### src/hw/rtl/pixel_to_rgb_colormap_core_macros.svh
// Assertion helpers used by the colormap core.
`ifndef PIXEL_TO_RGB_COLORMAP_CORE_MACROS_SVH
`define PIXEL_TO_RGB_COLORMAP_CORE_MACROS_SVH

// Same-cycle implication, sampled on aclk and quiet while reset is held.
`define CMAP_ASSERT_SAME(lbl, ante, cons) \
    lbl: assert property (@(posedge aclk) disable iff (!aresetn) (ante) |-> (cons)) \
        else $error("colormap assertion failed");

// Next-cycle implication, sampled on aclk and quiet while reset is held.
`define CMAP_ASSERT_NEXT(lbl, ante, cons) \
    lbl: assert property (@(posedge aclk) disable iff (!aresetn) (ante) |=> (cons)) \
        else $error("colormap assertion failed");

`endif

### src/hw/rtl/cmap_pkg.sv
package cmap_pkg;

    // Storage for breakpoint registers; the number in use is clamped separately.
    localparam int POINT_REGS = 5;
    localparam int PIDX_W     = 3;
    localparam int SPAN_W     = 34;
    localparam int NUM_W      = 43;
    localparam int REM_W      = 45;

    // Configuration register indexes.
    typedef enum logic [2:0] {
        REG_POINT_COUNT = 3'd0,
        REG_POINT_0     = 3'd1,
        REG_POINT_1     = 3'd2,
        REG_POINT_2     = 3'd3,
        REG_POINT_3     = 3'd4,
        REG_POINT_4     = 3'd5,
        REG_CHAN_MIN    = 3'd6,
        REG_CHAN_MAX    = 3'd7
    } reg_idx_t;

    // Pixel modes.
    typedef enum logic [1:0] {
        MODE_GRAY   = 2'd0,
        MODE_SCALAR = 2'd1,
        MODE_BGR    = 2'd2,
        MODE_NORM   = 2'd3
    } mode_t;

    typedef logic signed [31:0] pval_t;
    typedef pval_t pval_arr_t [POINT_REGS];

    // Operands of one lane: result = round((c0*(span-off) + c1*off) / span).
    typedef struct packed {
        logic [7:0]        c0;
        logic [7:0]        c1;
        logic [SPAN_W-1:0] span;
        logic [SPAN_W-1:0] off;
    } lane_op_t;

    // Sequencer controls for the lanes.
    typedef struct packed {
        logic       mul_en;
        logic       div_init;
        logic       div_step;
        logic [2:0] bit_idx;
    } lane_ctl_t;

    // Bracket found by the breakpoint search.
    typedef struct packed {
        logic              flat;
        logic [PIDX_W-1:0] lo;
        logic [PIDX_W-1:0] hi;
    } srch_t;

endpackage

### src/hw/rtl/cmap_lane.sv
module cmap_lane (
    input  logic                aclk,
    input  cmap_pkg::lane_op_t  op,
    input  cmap_pkg::lane_ctl_t ctl,
    output logic [7:0]          result
);
    import cmap_pkg::*;

    logic [NUM_W-1:0]  num_reg;
    logic [SPAN_W-1:0] span_reg;
    logic [REM_W-1:0]  rem_reg;
    logic [REM_W-1:0]  rem_next;
    logic [REM_W-1:0]  div_reg;
    logic [7:0]        q_reg;
    logic [7:0]        q_next;
    logic              sat_reg;
    logic [NUM_W-1:0]  num_next;
    logic [REM_W-1:0]  init_rem;
    logic [REM_W-1:0]  init_div;
    logic [REM_W-1:0]  trial;

    // Weighted sum of the two end colors.
    always_comb begin
        num_next = NUM_W'(op.c0) * NUM_W'(op.span - op.off)
                 + NUM_W'(op.c1) * NUM_W'(op.off);
    end

    // Rounded quotient: floor((2N + D) / 2D); a quotient of 256 or more saturates.
    always_comb begin
        init_rem = (REM_W'(num_reg) << 1) + REM_W'(span_reg);
        init_div = REM_W'(span_reg) << 1;
        trial    = div_reg << ctl.bit_idx;
        rem_next = rem_reg;
        q_next   = q_reg;
        if (rem_reg >= trial) begin
            rem_next = rem_reg - trial;
            q_next   = q_reg | (8'd1 << ctl.bit_idx);
        end
    end

    // Multiply stage, then one quotient bit per cycle.
    always_ff @(posedge aclk) begin
        if (ctl.mul_en) begin
            num_reg  <= num_next;
            span_reg <= op.span;
        end
        if (ctl.div_init) begin
            rem_reg <= init_rem;
            div_reg <= init_div;
            sat_reg <= (init_rem >= (init_div << 8));
            q_reg   <= '0;
        end else if (ctl.div_step) begin
            rem_reg <= rem_next;
            q_reg   <= q_next;
        end
    end

    assign result = sat_reg ? 8'hFF : q_reg;

endmodule

### config.mk
export PLATFORM = sky130hd
export DESIGN_NAME = cmap_lane
export DESIGN_NICKNAME = d
export VERILOG_FILES = /design/src/hw/rtl/pixel_to_rgb_colormap_core_macros.svh /design/src/hw/rtl/cmap_pkg.sv /design/src/hw/rtl/cmap_lane.sv
export SDC_FILE = /design/constraint.sdc
export NUM_CORES = 2
export LEC_CHECK = 0
export ABC_AREA = 1
export BUFFER_PORTS_ARGS = -buffer_cell sky130_fd_sc_hd__buf_2
export CORE_AREA = 2 2 253 255
export CTS_CLUSTER_DIAMETER = 30
export DETAILED_ROUTE_END_ITERATION = 16
export DIE_AREA = 0 0 255 257
export PLACE_DENSITY = 0.73
export RECOVER_POWER = 25
export SKIP_CTS_REPAIR_TIMING = 1
export SLEW_MARGIN = 15
export SYNTH_ARGS = -nofsm -noshare
export SYNTH_HDL_FRONTEND = slang
export SYNTH_SLANG_ARGS = --single-unit
export TNS_END_PERCENT = 100
### constraint.sdc
create_clock -name aclk -period 13.33 [get_ports aclk]
set_clock_uncertainty 0.05 [all_clocks]
set_input_delay 1.333 -clock aclk [delete_from_list [all_inputs] [get_ports aclk]]
set_output_delay 1.333 -clock aclk [all_outputs]
set_load 0.03 [all_outputs]
### Yosys cells after proc, flatten, opt, wreduce, memory -nomap -nowiden

Cells that the tools add are included.

* divide/modulo/power cells: 0
* add/subtract/negate cells: 4
* multiply operators: 2
* bitwise operators: 1
* muxes and demuxes: 4
* reduce and logical (&&, ||, !) cells: 4
* shift-type cells: 2
* $lt $le $gt $ge: 2
* equal/unequal tests: 0

Operators by type and width (count)
* 45-bit 2-to-1 mux: 3
* 44-bit by 34-bit adder with 45-bit output: 1
* 45-bit by 43-bit greater-or-equal comparator with 1-bit output: 1
* 45-bit greater-or-equal comparator: 1
* 35-bit by 3-bit left shift with 45-bit output: 1
* 45-bit subtractor: 1
* 43-bit by 42-bit adder with 43-bit output: 1
* 9-bit by 35-bit multiplier with 43-bit output: 1
* 8-bit by 34-bit multiplier with 42-bit output: 1
* 34-bit by 34-bit subtractor with 35-bit output: 1
* 8-bit 2-to-1 mux: 1
* 8-bit OR: 1
* 1-bit by 3-bit left shift with 8-bit output, first input constant: 1
* 2-bit AND reduction: 2
* 2-bit nonzero test: 2

* ROM bits: 0
* bits in latches: 0
* memory bits (writable): 0
* logic and storage cells: 25
* bits in registers: 165
* input bits: 91
* memories: 0
* output and inout bits: 8

### Logic depth before layout (Yosys ltp)

* word-level depth: 5
* depth in mapped cells: 39
* gate-level depth less buffers: 38

### Worst setup path before layout

OpenSTA, ideal clock, no wires.

* path kind: input port to flip-flop
* start: input port op[2] in the netlist's numbering
* end: register num_reg[36] (data pin)
* buffers on the path: 1
* arrival: 7598 ps
* stages: 35
* setup slack: 5422 ps
* path through: clkbuf_1 > inv_1 > ha_1 > a21oi_1 > o21ai_2 > nand2_1 > nand2_2 > nand2_1 > nand2_2 > nand2_1 > nand2_2 > nand2_1 > nand3_1 > nand2_1 > nor2_1 > fa_1 > inv_1 > fa_1 > inv_1 > fa_1 > inv_1 > fa_1 > inv_1 > fa_1 > inv_1 > fa_1 > inv_1 > ha_1 > nand2_1 > nor2_1 > inv_1 > nor4_1 > nand3_1 > nand3_1 > xor2_1

* word-level cells in the longest chain between the ends: 3
* elaborated cells on any way between the ends: 4
* classes of those cells: 2 x add/sub; 2 x mul

RTL lines
* start, declared: line cmap_lane.sv:3 `input cmap_pkg::lane_op_t op,`
* 34-bit by 34-bit subtractor with 35-bit output: line cmap_lane.sv:24 `num_next = NUM_W'(op.c0) * NUM_W'(op.span - op.off)`
* 9-bit by 35-bit multiplier with 43-bit output: line cmap_lane.sv:24
* 43-bit by 42-bit adder with 43-bit output *: line cmap_lane.sv:25 `+ NUM_W'(op.c1) * NUM_W'(op.off);`
* named net num_next[36]: line cmap_lane.sv:17 `logic [NUM_W-1:0] num_next;`
* end signal, assigned: line cmap_lane.sv:44 `num_reg <= num_next;`
* end, declared: line cmap_lane.sv:9 `logic [NUM_W-1:0] num_reg;`

Mark *: on every way through the listed nets, which the timed path passes. The rest lies on a longest branch.
A chain may end at the register's enable or synchronous reset.

### Worst setup path after layout

* start: input port op[0] in the netlist's numbering
* end: register num_reg[36] (data pin)

The elaborated chain is that of the path after synthesis.

==> results_dict.tcl <==
set metrics [dict create \
    die-area_um2 65500 \
    ctsRootBufferMaster "sky130_fd_sc_hd__clkbuf_16" \
    setup_viol_count_final 0 \
    drt-pass1-iter-count 6 \
    maxClockFrequency_mhz 112 \
    number_of_remaining_drc_errors 0 \
    worst_hold_check_slack_ns 0.407 \
    wirelength_mm 123 \
    wire_length_of_the_first_global_routing_pass_mm 190 \
    yosys.area.top_type "sky130_fd_sc_hd__fa_1" \
    avgSynthCellArea_um2 7.04 \
    hold_path_class "register to register" \
    period_needed_ns 8.90 \
    clk-insertion-delay-late_ns 0.46 \
    holdPathEnd "q_reg[1]" \
    timing.critical_path.arrival_ns 9.04 \
    initial_antenna_violation_count 4 \
    cp.required_ns 13.47 \
    ys_warn_count 0 \
    cpMaxStageDelayCell "sky130_fd_sc_hd__fa_1" \
    timing_worst_slew_pin_value_ns 1.40 \
    dieHeight_um 257 \
    synth_enable_flop_cells 156 \
    rows 92 \
    die_x_um 255 \
    synth_async_sr_flop_share_pct 0 \
    netlist_area_um2 35400 \
    synth.top_cells.by_area "sky130_fd_sc_hd__fa_1 (28%), sky130_fd_sc_hd__nand2_1 (14%), sky130_fd_sc_hd__inv_1 (13%)" \
    tritoncts_num_sinks 164 \
    worstReg2RegEnd "sat_reg" \
    floorplan.core_area_um2 62700 \
    detailedPlacementHpwl_mm 105 \
    nNetsFinal 5866 \
    report.final.slew_viol_count 0 \
    cp_max_fo 9 \
    synth_nets 5863 \
    grt_max_degree 68 \
    cts_max_level 4 \
    drt.antenna.violating_nets 0 \
    num_io_pins 99 \
    run_status "complete, no violations" \
    wire_per_inst_um 20.9 \
    finalWeightedCongestion 1.04 \
    number_of_global_route_vias_before_repair 34000 \
    timing.setup.critical_path_class "input pin to register" \
    largest_register_ffs 44 \
    tritoncts_clock_tree "built" \
    synth_top_flop_cell "sky130_fd_sc_hd__edfxtp_1" \
    yosysSeqAreaShare_pct 13.7 \
    synth_cells 5026 \
    gate_family_responsible_for_the_most_delay_along_the_worst_path "adder cells" \
    fin_area_um2 37100 \
    setup.worst_path.end_class "register" \
    grt_remaining_overflow 0 \
    slowest_delay_ns 0.61 \
    reg2reg_from "span_reg[1]" \
    hold_viol_final 0 \
    place_area_um2 36500 \
    ratio_of_cells_with_drive_above_1_in_the_final_layout_pct 3.07 \
    hold_path_startpoint "q_reg[1]" \
    io_buffer_count 98 \
    initial_core_util_pct 56.4 \
    avgViaCountPerCell 5.50 \
    grt_setup_unrepaired "false" \
    worst-r2r-cell-count 25 \
    path_buf_inv 8 \
    multi_input_comb_area_um2 25300 \
    maxCapViolations 0 \
    setup_tns_ns 0 \
    layout-area-overhead-vs-synth_pct 4.91 \
    cts_inserted_buffers 17 \
    postSynthRegisterBits 164 \
    synth.top_cell.area_share_pct 27.6 \
    synth.distinct_cells 48 \
    final.fill_count 6256 \
    detailroute.via_count 32400 \
    crit_path_start_kind "input pin" \
    finalCritPeriodShare_pct 66.8 \
    slew_headroom_pct 6.41 \
    clock_path_buffers 2 \
    holdPathStages 2 \
    detail_route.iter0.violations 2302 \
    cts.clk_slew.worst_paths_ns 0.06 \
    global_route.usage.total_pct 38.9 \
    r2r_slack_ns 8.16 \
    seq_area_um2 4840 \
]
[cell type report]
type | instances | share of cell area (%)
diodes | 2 | 0.0135
clock buffers | 27 | 1.56
clock inverters | 5 | 0.0877
inverters | 1266 | 12.8
multi-input cells | 3471 | 68.2
flip-flops and latches | 164 | 13.1
well taps | 846 | 2.85
repair buffers | 109 | 1.43
[per-layer routing]
metal	GRT usage (%)	part of all wire, %
met1	44.0	36
met2	67.8	50
met3	6.65	7.0
met4	24.3	7.2
met5	0	0
[cell families after synthesis]
| logic type | Yosys count | synth area share, % |
|---|---|---|
| AO/OA/AOI/OAI | 523 | 7.96 |
| XOR/XNOR | 83 | 2.23 |
| adder cells (fa/ha/maj) | 746 | 36.7 |
| buffers and inverters | 1391 | 14.8 |
| flip-flops | 164 | 13.7 |
| multiplexers | 3 | 0.0849 |
| AND/OR/NAND/NOR | 2116 | 24.5 |
[synthesized netlist by cell type, types with 3 or more instances]
cell type,number
sky130_fd_sc_hd__nand3_1,228
sky130_fd_sc_hd__o21bai_1,20
sky130_fd_sc_hd__nand3b_1,14
sky130_fd_sc_hd__a31oi_1,14
sky130_fd_sc_hd__and3_1,3
sky130_fd_sc_hd__inv_2,3
sky130_fd_sc_hd__xnor2_1,24
sky130_fd_sc_hd__nor2_1,431
sky130_fd_sc_hd__edfxtp_1,156
sky130_fd_sc_hd__nand2_2,15
sky130_fd_sc_hd__dfxtp_1,8
sky130_fd_sc_hd__nand2_1,1279
sky130_fd_sc_hd__nand4_1,48
sky130_fd_sc_hd__clkbuf_1,121
sky130_fd_sc_hd__a21o_1,18
sky130_fd_sc_hd__xor2_1,51
sky130_fd_sc_hd__o21ai_1,4
sky130_fd_sc_hd__nor4_1,15
sky130_fd_sc_hd__a211oi_1,3
sky130_fd_sc_hd__o21ai_0,218
sky130_fd_sc_hd__and2_1,19
sky130_fd_sc_hd__buf_1,3
sky130_fd_sc_hd__ha_1,258
sky130_fd_sc_hd__fa_1,488
sky130_fd_sc_hd__or2_2,9
sky130_fd_sc_hd__o21ai_2,7
sky130_fd_sc_hd__a21oi_1,218
sky130_fd_sc_hd__inv_1,1258
sky130_fd_sc_hd__clkinv_1,5
sky130_fd_sc_hd__mux2i_1,3
sky130_fd_sc_hd__o22ai_1,5
sky130_fd_sc_hd__nor2_2,3
sky130_fd_sc_hd__nor3_1,35
sky130_fd_sc_hd__nand3_2,3
sky130_fd_sc_hd__xor2_2,6
sky130_fd_sc_hd__o21a_1,7
sky130_fd_sc_hd__or2_1,12
[worst register-to-register path: stages, from the launching register on]
cell,delay (ns)
sky130_fd_sc_hd__edfxtp_1,0.42
sky130_fd_sc_hd__ha_1,0.34
sky130_fd_sc_hd__inv_1,0.10
sky130_fd_sc_hd__fa_1,0.39
sky130_fd_sc_hd__inv_1,0.20
sky130_fd_sc_hd__nand2_1,0.12
sky130_fd_sc_hd__nand2_1,0.09
sky130_fd_sc_hd__nand3_1,0.09
sky130_fd_sc_hd__nand2_1,0.23
sky130_fd_sc_hd__nand3_1,0.30
sky130_fd_sc_hd__nand3_1,0.17
sky130_fd_sc_hd__nand2_1,0.09
sky130_fd_sc_hd__and2_1,0.15
sky130_fd_sc_hd__ha_1,0.26
sky130_fd_sc_hd__nand2_1,0.06
sky130_fd_sc_hd__nor2_1,0.75
sky130_fd_sc_hd__nand2_1,0.11
sky130_fd_sc_hd__nor2_1,0.12
sky130_fd_sc_hd__nand3_1,0.09
sky130_fd_sc_hd__nor2_1,0.09
sky130_fd_sc_hd__nand4_1,0.42
sky130_fd_sc_hd__nand2_1,0.19
sky130_fd_sc_hd__inv_1,0.05
sky130_fd_sc_hd__nand2_1,0.06
sky130_fd_sc_hd__nand2_1,0.05
sky130_fd_sc_hd__nand3_1,0.06
[stage by stage]
| step | util [%] | cells | worst slack, ns |
|---|---|---|---|
| 2_1_floorplan | - | 5026 | 5.42 |
| 3_3_place_gp | 58.2 | 5856 | 4.03 |
| 3_5_place_dp | 58.2 | 5856 | 4.04 |
| 4_1_cts | 59.2 | 5888 | 4.51 |
| 5_1_grt | 59.1 | 5888 | 4.09 |
| 6_report | 59.1 | 5890 | 4.43 |
[layout by cell type (no fill, tap or decap), types with 12 or more instances in the layout]
cell type                   count
sky130_fd_sc_hd__a21o_1        18
sky130_fd_sc_hd__nand2_2       16
sky130_fd_sc_hd__nand3_1      228
sky130_fd_sc_hd__a21oi_1      218
sky130_fd_sc_hd__clkbuf_1      39
sky130_fd_sc_hd__buf_2         63
sky130_fd_sc_hd__o21bai_1      20
sky130_fd_sc_hd__clkbuf_16     22
sky130_fd_sc_hd__or2_1         12
sky130_fd_sc_hd__nor2_1       431
sky130_fd_sc_hd__nand2_1     1278
sky130_fd_sc_hd__a31oi_1       14
sky130_fd_sc_hd__nor3_1        35
sky130_fd_sc_hd__nand4_1       48
sky130_fd_sc_hd__edfxtp_1     156
sky130_fd_sc_hd__inv_1       1258
sky130_fd_sc_hd__xnor2_1       24
sky130_fd_sc_hd__fa_1         488
sky130_fd_sc_hd__xor2_1        51
sky130_fd_sc_hd__ha_1         258
sky130_fd_sc_hd__nand3b_1      14
sky130_fd_sc_hd__nor4_1        15
sky130_fd_sc_hd__o21ai_0      218
sky130_fd_sc_hd__and2_1        19
[worst max path at each step]
stage | from | to | slack, ns | depth (start not counted)
global placement | op[0] | num_reg[36] | 4.03 | 33
global route | op[0] | num_reg[36] | 4.09 | 33
CTS | op[0] | num_reg[36] | 4.51 | 33
finish | op[0] | num_reg[36] | 4.43 | 33
floorplan | op[2] | num_reg[36] | 5.42 | 35
detailed placement | op[0] | num_reg[36] | 4.04 | 33
Power is left out: the tool's default activity adds up to more than one toggle a clock period on the data nets, which glitch-free logic cannot reach.
