===== src/hw/rtl/pixel_to_rgb_colormap_core_macros.svh =====
// Assertion helpers used by the colormap core.
`ifndef PIXEL_TO_RGB_COLORMAP_CORE_MACROS_SVH
`define PIXEL_TO_RGB_COLORMAP_CORE_MACROS_SVH

// Same-cycle implication, sampled on aclk and quiet while reset is held.
`define CMAP_ASSERT_SAME(lbl, ante, cons) \
    lbl: assert property (@(posedge aclk) disable iff (!aresetn) (ante) |-> (cons)) \
        else $error("colormap assertion failed");

// Next-cycle implication, sampled on aclk and quiet while reset is held.
`define CMAP_ASSERT_NEXT(lbl, ante, cons) \
    lbl: assert property (@(posedge aclk) disable iff (!aresetn) (ante) |=> (cons)) \
        else $error("colormap assertion failed");

`endif


===== src/hw/rtl/cmap_pkg.sv =====
package cmap_pkg;

    // Storage for breakpoint registers; the number in use is clamped separately.
    localparam int POINT_REGS = 5;
    localparam int PIDX_W     = 3;
    localparam int SPAN_W     = 34;
    localparam int NUM_W      = 43;
    localparam int REM_W      = 45;

    // Configuration register indexes.
    typedef enum logic [2:0] {
        REG_POINT_COUNT = 3'd0,
        REG_POINT_0     = 3'd1,
        REG_POINT_1     = 3'd2,
        REG_POINT_2     = 3'd3,
        REG_POINT_3     = 3'd4,
        REG_POINT_4     = 3'd5,
        REG_CHAN_MIN    = 3'd6,
        REG_CHAN_MAX    = 3'd7
    } reg_idx_t;

    // Pixel modes.
    typedef enum logic [1:0] {
        MODE_GRAY   = 2'd0,
        MODE_SCALAR = 2'd1,
        MODE_BGR    = 2'd2,
        MODE_NORM   = 2'd3
    } mode_t;

    typedef logic signed [31:0] pval_t;
    typedef pval_t pval_arr_t [POINT_REGS];

    // Operands of one lane: result = round((c0*(span-off) + c1*off) / span).
    typedef struct packed {
        logic [7:0]        c0;
        logic [7:0]        c1;
        logic [SPAN_W-1:0] span;
        logic [SPAN_W-1:0] off;
    } lane_op_t;

    // Sequencer controls for the lanes.
    typedef struct packed {
        logic       mul_en;
        logic       div_init;
        logic       div_step;
        logic [2:0] bit_idx;
    } lane_ctl_t;

    // Bracket found by the breakpoint search.
    typedef struct packed {
        logic              flat;
        logic [PIDX_W-1:0] lo;
        logic [PIDX_W-1:0] hi;
    } srch_t;

endpackage


===== src/hw/rtl/cmap_search.sv =====
module cmap_search #(
    parameter int NUM_POINTS = 5
) (
    input  logic signed [31:0]  value,
    input  logic [2:0]          point_count,
    input  cmap_pkg::pval_arr_t pvals,
    output cmap_pkg::srch_t     result
);
    import cmap_pkg::*;

    logic [PIDX_W-1:0] n_used;
    logic [PIDX_W-1:0] first_idx;
    logic              found;

    // Clamp the breakpoint count into one..NUM_POINTS.
    always_comb begin
        if (point_count == 3'd0) begin
            n_used = PIDX_W'(1);
        end else if (point_count > PIDX_W'(NUM_POINTS)) begin
            n_used = PIDX_W'(NUM_POINTS);
        end else begin
            n_used = point_count;
        end
    end

    // Priority search for the first breakpoint in use at or above the value.
    always_comb begin
        found     = 1'b0;
        first_idx = n_used;
        for (int k = 0; k < POINT_REGS; k++) begin
            if (!found && (PIDX_W'(k) < n_used) && (value <= pvals[k])) begin
                found     = 1'b1;
                first_idx = PIDX_W'(k);
            end
        end
    end

    // Below the first or past the last breakpoint the end color is used as is.
    always_comb begin
        if (first_idx == '0) begin
            result.flat = 1'b1;
            result.lo   = '0;
            result.hi   = '0;
        end else if (first_idx == n_used) begin
            result.flat = 1'b1;
            result.lo   = n_used - PIDX_W'(1);
            result.hi   = n_used - PIDX_W'(1);
        end else begin
            result.flat = 1'b0;
            result.lo   = first_idx - PIDX_W'(1);
            result.hi   = first_idx;
        end
    end

endmodule


===== config.mk =====
export PLATFORM = sky130hd
export DESIGN_NAME = cmap_search
export DESIGN_NICKNAME = d
export VERILOG_FILES = /design/src/hw/rtl/pixel_to_rgb_colormap_core_macros.svh /design/src/hw/rtl/cmap_pkg.sv /design/src/hw/rtl/cmap_search.sv
export SDC_FILE = /design/constraint.sdc
export NUM_CORES = 1
export LEC_CHECK = 0
export BUFFER_PORTS_ARGS = -buffer_cell sky130_fd_sc_hd__buf_2
export CORE_MARGIN = 1
export CORE_UTILIZATION = 51
export DETAILED_ROUTE_END_ITERATION = 12
export MAX_ROUTING_LAYER = met4
export PLACE_DENSITY = 0.9
export SETUP_SLACK_MARGIN = 0.4
export SLEW_MARGIN = 30
export SYNTH_ARGS = -nofsm -noshare
export SYNTH_HDL_FRONTEND = slang
export SYNTH_SLANG_ARGS = --single-unit
export TNS_END_PERCENT = 20

===== constraint.sdc =====
create_clock -name vclk -period 4.9
set_clock_uncertainty 0.1 [all_clocks]
set_input_delay 0.98 -clock vclk [all_inputs]
set_output_delay 0.98 -clock vclk [all_outputs]
set_load 0.005 [all_outputs]

# --- After elaboration in Yosys (flattened, before gate mapping) ---
# Cells that the tools add are included.
op_classes:
  n_addsub: 2
  multipliers: 0
  n_div: 0
  order_cmp: 11
  eq_ne: 1
  shift: 0
  mux: 13
  bitwise: 0
  n_reduce_logical: 15
ops:
  columns: ["cell", "n"]
  rows:
  - ["$le 32x32->1", 5]
  - ["$mux 3", 7]
  - ["$mux 7", 2]
  - ["$logic_and 1x1->1", 9]
  - ["$logic_not 3->1", 2]
  - ["$lt 1x3->1 const A", 2]
  - ["$lt 2x3->1 const A", 2]
  - ["$sub 3x1->3 const B", 2]
  - ["$logic_not 1->1", 4]
  - ["$mux 1", 4]
  - ["$eq 3x3->1", 1]
  - ["$gt 3x3->1 const B", 1]
  - ["$lt 3x3->1 const A", 1]
word_totals:
  register_bits: 0
  latch_bits: 0
  mem_bits_rw: 0
  romBits: 0
  output_inout_bits: 7
  wordCells: 42
  n_memories: 0

# --- Logic depth before layout (Yosys ltp) ---
# Gate-level depths: netlist of the first run.
depth:
  word_depth: 25
  mapped_depth: 15
  mapped_depth_nobuf: 15

# --- Worst setup path before layout of the first run ---
# No wires, ideal clock.
synth_timing:
  path_kind: "input to output"
  start: "in pvals[149] (netlist bit)"
  end: "out result[5] (netlist bit)"
  arrival_time_ns: 3.665
  required_time_ns: 3.820
  path_slack_ns: 0.155
  cell_stages: 15
  path_buffers: 0
  cell_sequence: "inv_1 ha_1 a21oi_1 o21ai_1 a22o_1 or4_4 a2111oi_4 nor3_4 a32oi_1 nor2_1 nor2_1 ha_1 and3b_1 o21ai_0 nand3_1"
synth_rtl:
  columns: ["element", "line", "source"]
  rows:
  - ["start, declared", "cmap_search.sv:6", "input cmap_pkg::pval_arr_t pvals,"]
  - ["end, declared", "cmap_search.sv:7", "output cmap_pkg::srch_t result"]

==> impl_metrics.tcl, run 1 <==
set metrics [dict create \
    outcome "finished, violations left" \
    violations "setup timing" \
    setup_ws_ns -0.399 \
    startpoint_type "input port" \
    sw_frac_of_total_pct 50.2 \
    period_share_pct 108 \
    grt_remaining_overflow 0 \
    grt_max_degree 13 \
    end_kind "output port" \
    dieHeight_um 95.8 \
    peakVddDrop_mv 0.147 \
    firstDrtPassIters 7 \
    power.share.sequential_pct 0 \
    netlist-cell-type-count 57 \
    rsz0062_at_grt "yes" \
    power.total_mw 0.666 \
    p_leak_nw 4.01 \
    slew_headroom_pct 66.8 \
    maxCapViolations 0 \
    synthCells 626 \
    core_area_um2 8380 \
    crit_fanout 6 \
    slew_viol_final 0 \
    num-clock-buffers 0 \
    crit_required_ns 3.82 \
    drt-total-wl_um 15800 \
    die_area_um2 9170 \
    power.internal_mw 0.332 \
    grt_usage_pct 32.9 \
    place_congestion 1.02 \
    fin_crit_ns 5.30 \
    rows 33 \
    syn_nets 984 \
    drive_gt1_share_pct 36.9 \
    final_common_cell "buf_2" \
    design_area_um2 6550 \
    regArea_um2 0 \
    power_density_nw_per_um2 102 \
    synthTopCellsByArea "ha_1, inv_1, a21oi_1" \
    worst-slew-pin-transition_ns 0.486 \
    nets 1269 \
    drcViolationCount 0 \
    wl_met1_um 6530 \
    p_switching_mw 0.334 \
    hold_viol 0 \
    syn_to_final_growth_pct 46.0 \
    antenna_left 0 \
    syn_area_per_cell_um2 7.16 \
    fmax_mhz 189 \
    wl_met3_um 881 \
    nFlopsAndLatches 0 \
    die_w_um 95.8 \
    hpwl_um 13600 \
    fill_cells 591 \
    worstSetupPathType "in -> out" \
    io_pins 202 \
    portBuffers 202 \
    synth_seq_area_share_pct 0 \
    drt_iter0_markers 241 \
    grt_pass1_vias 5407 \
    top_layer "met4" \
    antenna_found_initial 0 \
    wl_met2_um 7770 \
    setup-violations-final 7 \
    placed_area_um2 6270 \
    synth_top_area_share_pct 45.5 \
    power.share.combinational_pct 100.0 \
    ctsHoldBuffers 0 \
    viasPerCell 5.56 \
    hold_class "in -> out" \
    routedWlPerCell_um 15.6 \
    hold_ws_ns 2.39 \
    crit_arrival_ns 4.22 \
    final_cell_mix "buf_2, inv_1, ha_1" \
    power_frac_clock_pct 0 \
    route.vias.total 5642 \
    diodes 0 \
    synth_area_um2 4480 \
    yosys_warnings 0 \
    synth_top_cell_by_area "ha_1" \
    grt_pass1_wl_um 23400 \
    start_util_pct 53.5 \
]
==> layer usage <==
metal  track usage [%]  vias to the layer above
met5                 -                        -
met4              8.46                        0
met3              2.45                       65
met2              60.7                      253
met1              38.4                     2539
li1                  -                     2785
==> power by group through the flow <==
stage / clock network [mW] / registers [mW] / logic (mW)
global placement: 0 / 0 / 0.576
CTS: 0 / 0 / 0.613
finish: 0 / 0 / 0.666
detailed placement: 0 / 0 / 0.601
floorplan: 0 / 0 / 0.326
global route: 0 / 0 / 0.740
==> area by class of cell <==
type	count	area, µm²	area share (%)
Inverter	166	628	9.60
Multi-Input combinational cell	458	4100	62.7
Tap cell	105	131	2.01
Timing Repair Buffer	285	1680	25.7
==> through the flow <==
stage	setup slack, ns	utilization [%]	TNS (ns)	instances
floorplan	0.304	-	0	626
global placement	-0.212	74.8	-0.593	1009
detailed placement	-0.313	74.8	-1.29	1009
CTS	-0.298	75.2	-1.31	1009
global route	-0.519	78.1	-2.72	1014
finish	-0.399	78.1	-1.88	1014
==> logic make-up (layout without fill, tap and decap cells) <==
| family | after synthesis | count (layout) | synth area share, % |
|---|---|---|---|
| fa+ha+maj | 163 | 163 | 45.5 |
| mux | 4 | 4 | 1.03 |
| simple gates | 144 | 144 | 18.6 |
| buf+inv | 168 | 451 | 14.1 |
| compound gates | 147 | 147 | 20.8 |
==> critical path, stage by stage <==
cell and delay, ns:
buf_2 0.10, inv_2 0.07, ha_4 0.20, nand4_1 0.22, nor2_1 0.10, a22o_1 0.27, or4_4 0.57, and2_4 0.17
nor3_4 0.30, a32oi_2 0.20, nor2_2 0.18, nor2_2 0.07, buf_4 0.14, ha_4 0.15, and3b_1 0.15, o21ai_1 0.12
nand3_1 0.07, buf_2 0.13
==> repair_timing <==
action / 4_1_cts / 5_1_grt
resized for setup: 5 / 38
pin swaps: 1 / 20
setup endpoints to repair: 7 / 7
buffers inserted: 0 / 5
hold endpoints to repair: 0 / 0
==> cells in the mapped netlist (all sizes together) (2+ instances only) <==
library cell and number:
nand4 28, a21oi 67, nor2b 3, a21boi 4, nor2 14, a221o 2, and4 5, mux2 2
a21o 15, nor3b 2, inv 166, mux2i 2, clkbuf 2, o21a 3, o21ai 21, nand2b 3
nor3 7, nor4 9, a221oi 3, ha 163, nand2 41, and2 2, a211oi 9, a2111oi 3
nand3 19, or3 2, a211o 3, a31oi 2, and3 2, o211ai 5
==> final timing paths <==
check / depth (start not counted) / from / endpoint
worst min-delay path: 4 / point_count[2] / result[2]
worst max-delay path: 18 / pvals[159] / result[5]
Note: power is estimated with default switching activity, not from simulation.
==> run 2, diff against run 1 <==
--- a/config.mk
+++ b/config.mk
@@ -5,12 +5,13 @@
 export SDC_FILE = /design/constraint.sdc
 export NUM_CORES = 1
 export LEC_CHECK = 0
+export ABC_AREA = 1
 export BUFFER_PORTS_ARGS = -buffer_cell sky130_fd_sc_hd__buf_2
 export CORE_MARGIN = 1
-export CORE_UTILIZATION = 51
+export CORE_UTILIZATION = 49
 export DETAILED_ROUTE_END_ITERATION = 12
 export MAX_ROUTING_LAYER = met4
-export PLACE_DENSITY = 0.9
+export PLACE_DENSITY = 0.86
 export SETUP_SLACK_MARGIN = 0.4
 export SLEW_MARGIN = 30
 export SYNTH_ARGS = -nofsm -noshare
==> run 2 against run 1 <==
Against the previous run:
- the run now ends clean
- largest cell class unchanged
- synthesized area grew 3.5%
- synthesized cell count grew 19%
- first-iteration DRC count shrank 37%
- clock-buffer cell count is the same
- critical endpoint unchanged
- global-route usage shrank 5.6 points
==> impl_metrics.tcl, run 2 <==
set metrics [dict create \
    routedWlPerCell_um 13.4 \
    drt-total-wl_um 14200 \
    sw_frac_of_total_pct 54.7 \
    rsz0062_at_grt "yes" \
    synth_top_area_share_pct 43.9 \
    regArea_um2 0 \
    viasPerCell 5.12 \
    dieHeight_um 99.3 \
    synth_common_cells "inv_1, ha_1, nand2_1" \
    path_cells "buf_12 > buf_6 > ha_4 > nand2_2 > nor2_2 > nand4_1 > nor4_4 > nand4_1 > nand3_2 > nand4_4 > nand2_4 > inv_4 > ha_4 > xor2_1 > nand2_1 > nand2_1 > nor2_1 > buf_2" \
    final_common_cell "buf_2" \
    cp.depth 18 \
    grt_pass1_wl_um 21600 \
    setup_ws_ns 0.328 \
    fin_crit_ns 4.57 \
    io_pins 202 \
    crit_fanout 5 \
    slew_headroom_pct 70.8 \
    syn_area_per_cell_um2 6.25 \
    synth_area_um2 4640 \
    power.share.sequential_pct 0 \
    cpPeakStageDelay_ns 0.36 \
    nets 1316 \
    drcViolationCount 0 \
    power.total_mw 0.640 \
    synthTopCellsByArea "ha_1, inv_1, nand2_1" \
    yosys_warnings 0 \
    grt_usage_pct 27.3 \
    netlist-cell-type-count 30 \
    pre_cts_slack_ns 0.111 \
    drt_iter0_markers 153 \
    diodes 0 \
    synth_seq_area_share_pct 0 \
    tns_ns 0 \
    whs_path_depth 6 \
    crit_slowest_cell "nor4_4" \
    antenna_left 0 \
    power.internal_mw 0.290 \
    crit_arrival_ns 3.49 \
    worstHoldStart "point_count[1]" \
    ctsHoldBuffers 0 \
    synth_top_cell_by_area "ha_1" \
    crit_family "simple AND/OR/NAND/NOR gates" \
    peakVddDrop_mv 0.0478 \
    crit_buf_inv 4 \
    grt_remaining_overflow 0 \
    start_util_pct 50.5 \
    drive_gt1_share_pct 31.2 \
    die_area_um2 9860 \
    grt_pass1_vias 5053 \
    route.vias.total 5465 \
    final_cell_mix "buf_2, inv_1, ha_1" \
    slew_viol_final 0 \
    core_area_um2 9200 \
    rows 35 \
    syn_nets 1100 \
    power_frac_clock_pct 0 \
    worstSetupPathType "in -> out" \
    power.share.combinational_pct 100.0 \
    firstDrtPassIters 4 \
    portBuffers 202 \
    worst-slew-pin-transition_ns 0.435 \
    antenna_found_initial 0 \
    die_w_um 99.3 \
    final_util_pct 69.8 \
    synthCells 742 \
    synth.most_common_cell "inv_1" \
    grt_max_degree 10 \
    power_density_nw_per_um2 99.7 \
    hpwl_um 11600 \
    p_leak_nw 4.03 \
    crit_required_ns 3.82 \
    hold_viol 0 \
    placed_area_um2 5800 \
    hold_class "in -> out" \
    place_congestion 0.883 \
    num-clock-buffers 0 \
    setup-violations-final 0 \
    design_area_um2 6420 \
    maxCapViolations 0 \
    fmax_mhz 219 \
    p_switching_mw 0.350 \
    syn_to_final_growth_pct 38.4 \
    startpoint_type "input port" \
    nFlopsAndLatches 0 \
    end_kind "output port" \
    period_share_pct 93.3 \
    outcome "complete, no violations" \
    min_to "result[0]" \
]
==> run 2: worst max-delay path by stage <==
stage	from	endpoint
after floorplan	pvals[159]	result[5]
after global placement	value[31]	result[5]
after detailed placement	value[31]	result[5]
after CTS	value[29]	result[5]
after global routing	value[24]	result[4]
final	value[29]	result[5]
==> run 2: worst min-delay path, cell delays in order <==
cell	delay [ns]
buf_2	0.10
nand2_1	0.05
nand3_1	0.15
nand2_1	0.07
o211a_1	0.09
buf_2	0.11
==> run 2: power groups by stage <==
stage,combinational (mW),sequential (mW),clock (mW)
2_1_floorplan,0.334,0,0
3_3_place_gp,0.523,0,0
3_5_place_dp,0.536,0,0
4_1_cts,0.579,0,0
5_1_grt,0.722,0,0
6_report,0.640,0,0
==> run 2: cells by family after synthesis <==
| logic type | share of synthesized area [%] |
|---|---|
| buffers and inverters | 16.2 |
| adders and majority gates | 43.9 |
| and+or+nand+nor | 25.5 |
| xor gates and xnor gates | 0.378 |
| AOI/OAI and AO/OA | 14.0 |
==> run 2: metal layers <==
layer	vias to the layer above	share of wire, %	global-route usage [%]
met3	46	5.2	1.83
li1	2837	-	-
met2	198	50	51.5
met1	2384	42	30.9
met4	0	3.3	7.24
met5	-	0	-
==> run 2: repair_timing <==
item,in CTS,in global routing
buffers inserted,9,1
endpoints found under the setup margin,7,7
resized for setup,47,62
pin swaps,25,34
==> run 2: stage by stage <==
stage                     hold WS [ns]  instances
final                             2.44       1067
after global routing              2.49       1067
after CTS                         2.43       1066
after detailed placement          2.43       1057
after global placement            2.43       1057
after floorplan                   2.17        742
==> run 2: layout make-up <==
cell class / count / area, µm²
multi-input cells: 544 / 4360
fillers: 768 / 2780
repair buffers: 215 / 1180
inverters: 197 / 744
well taps: 111 / 139
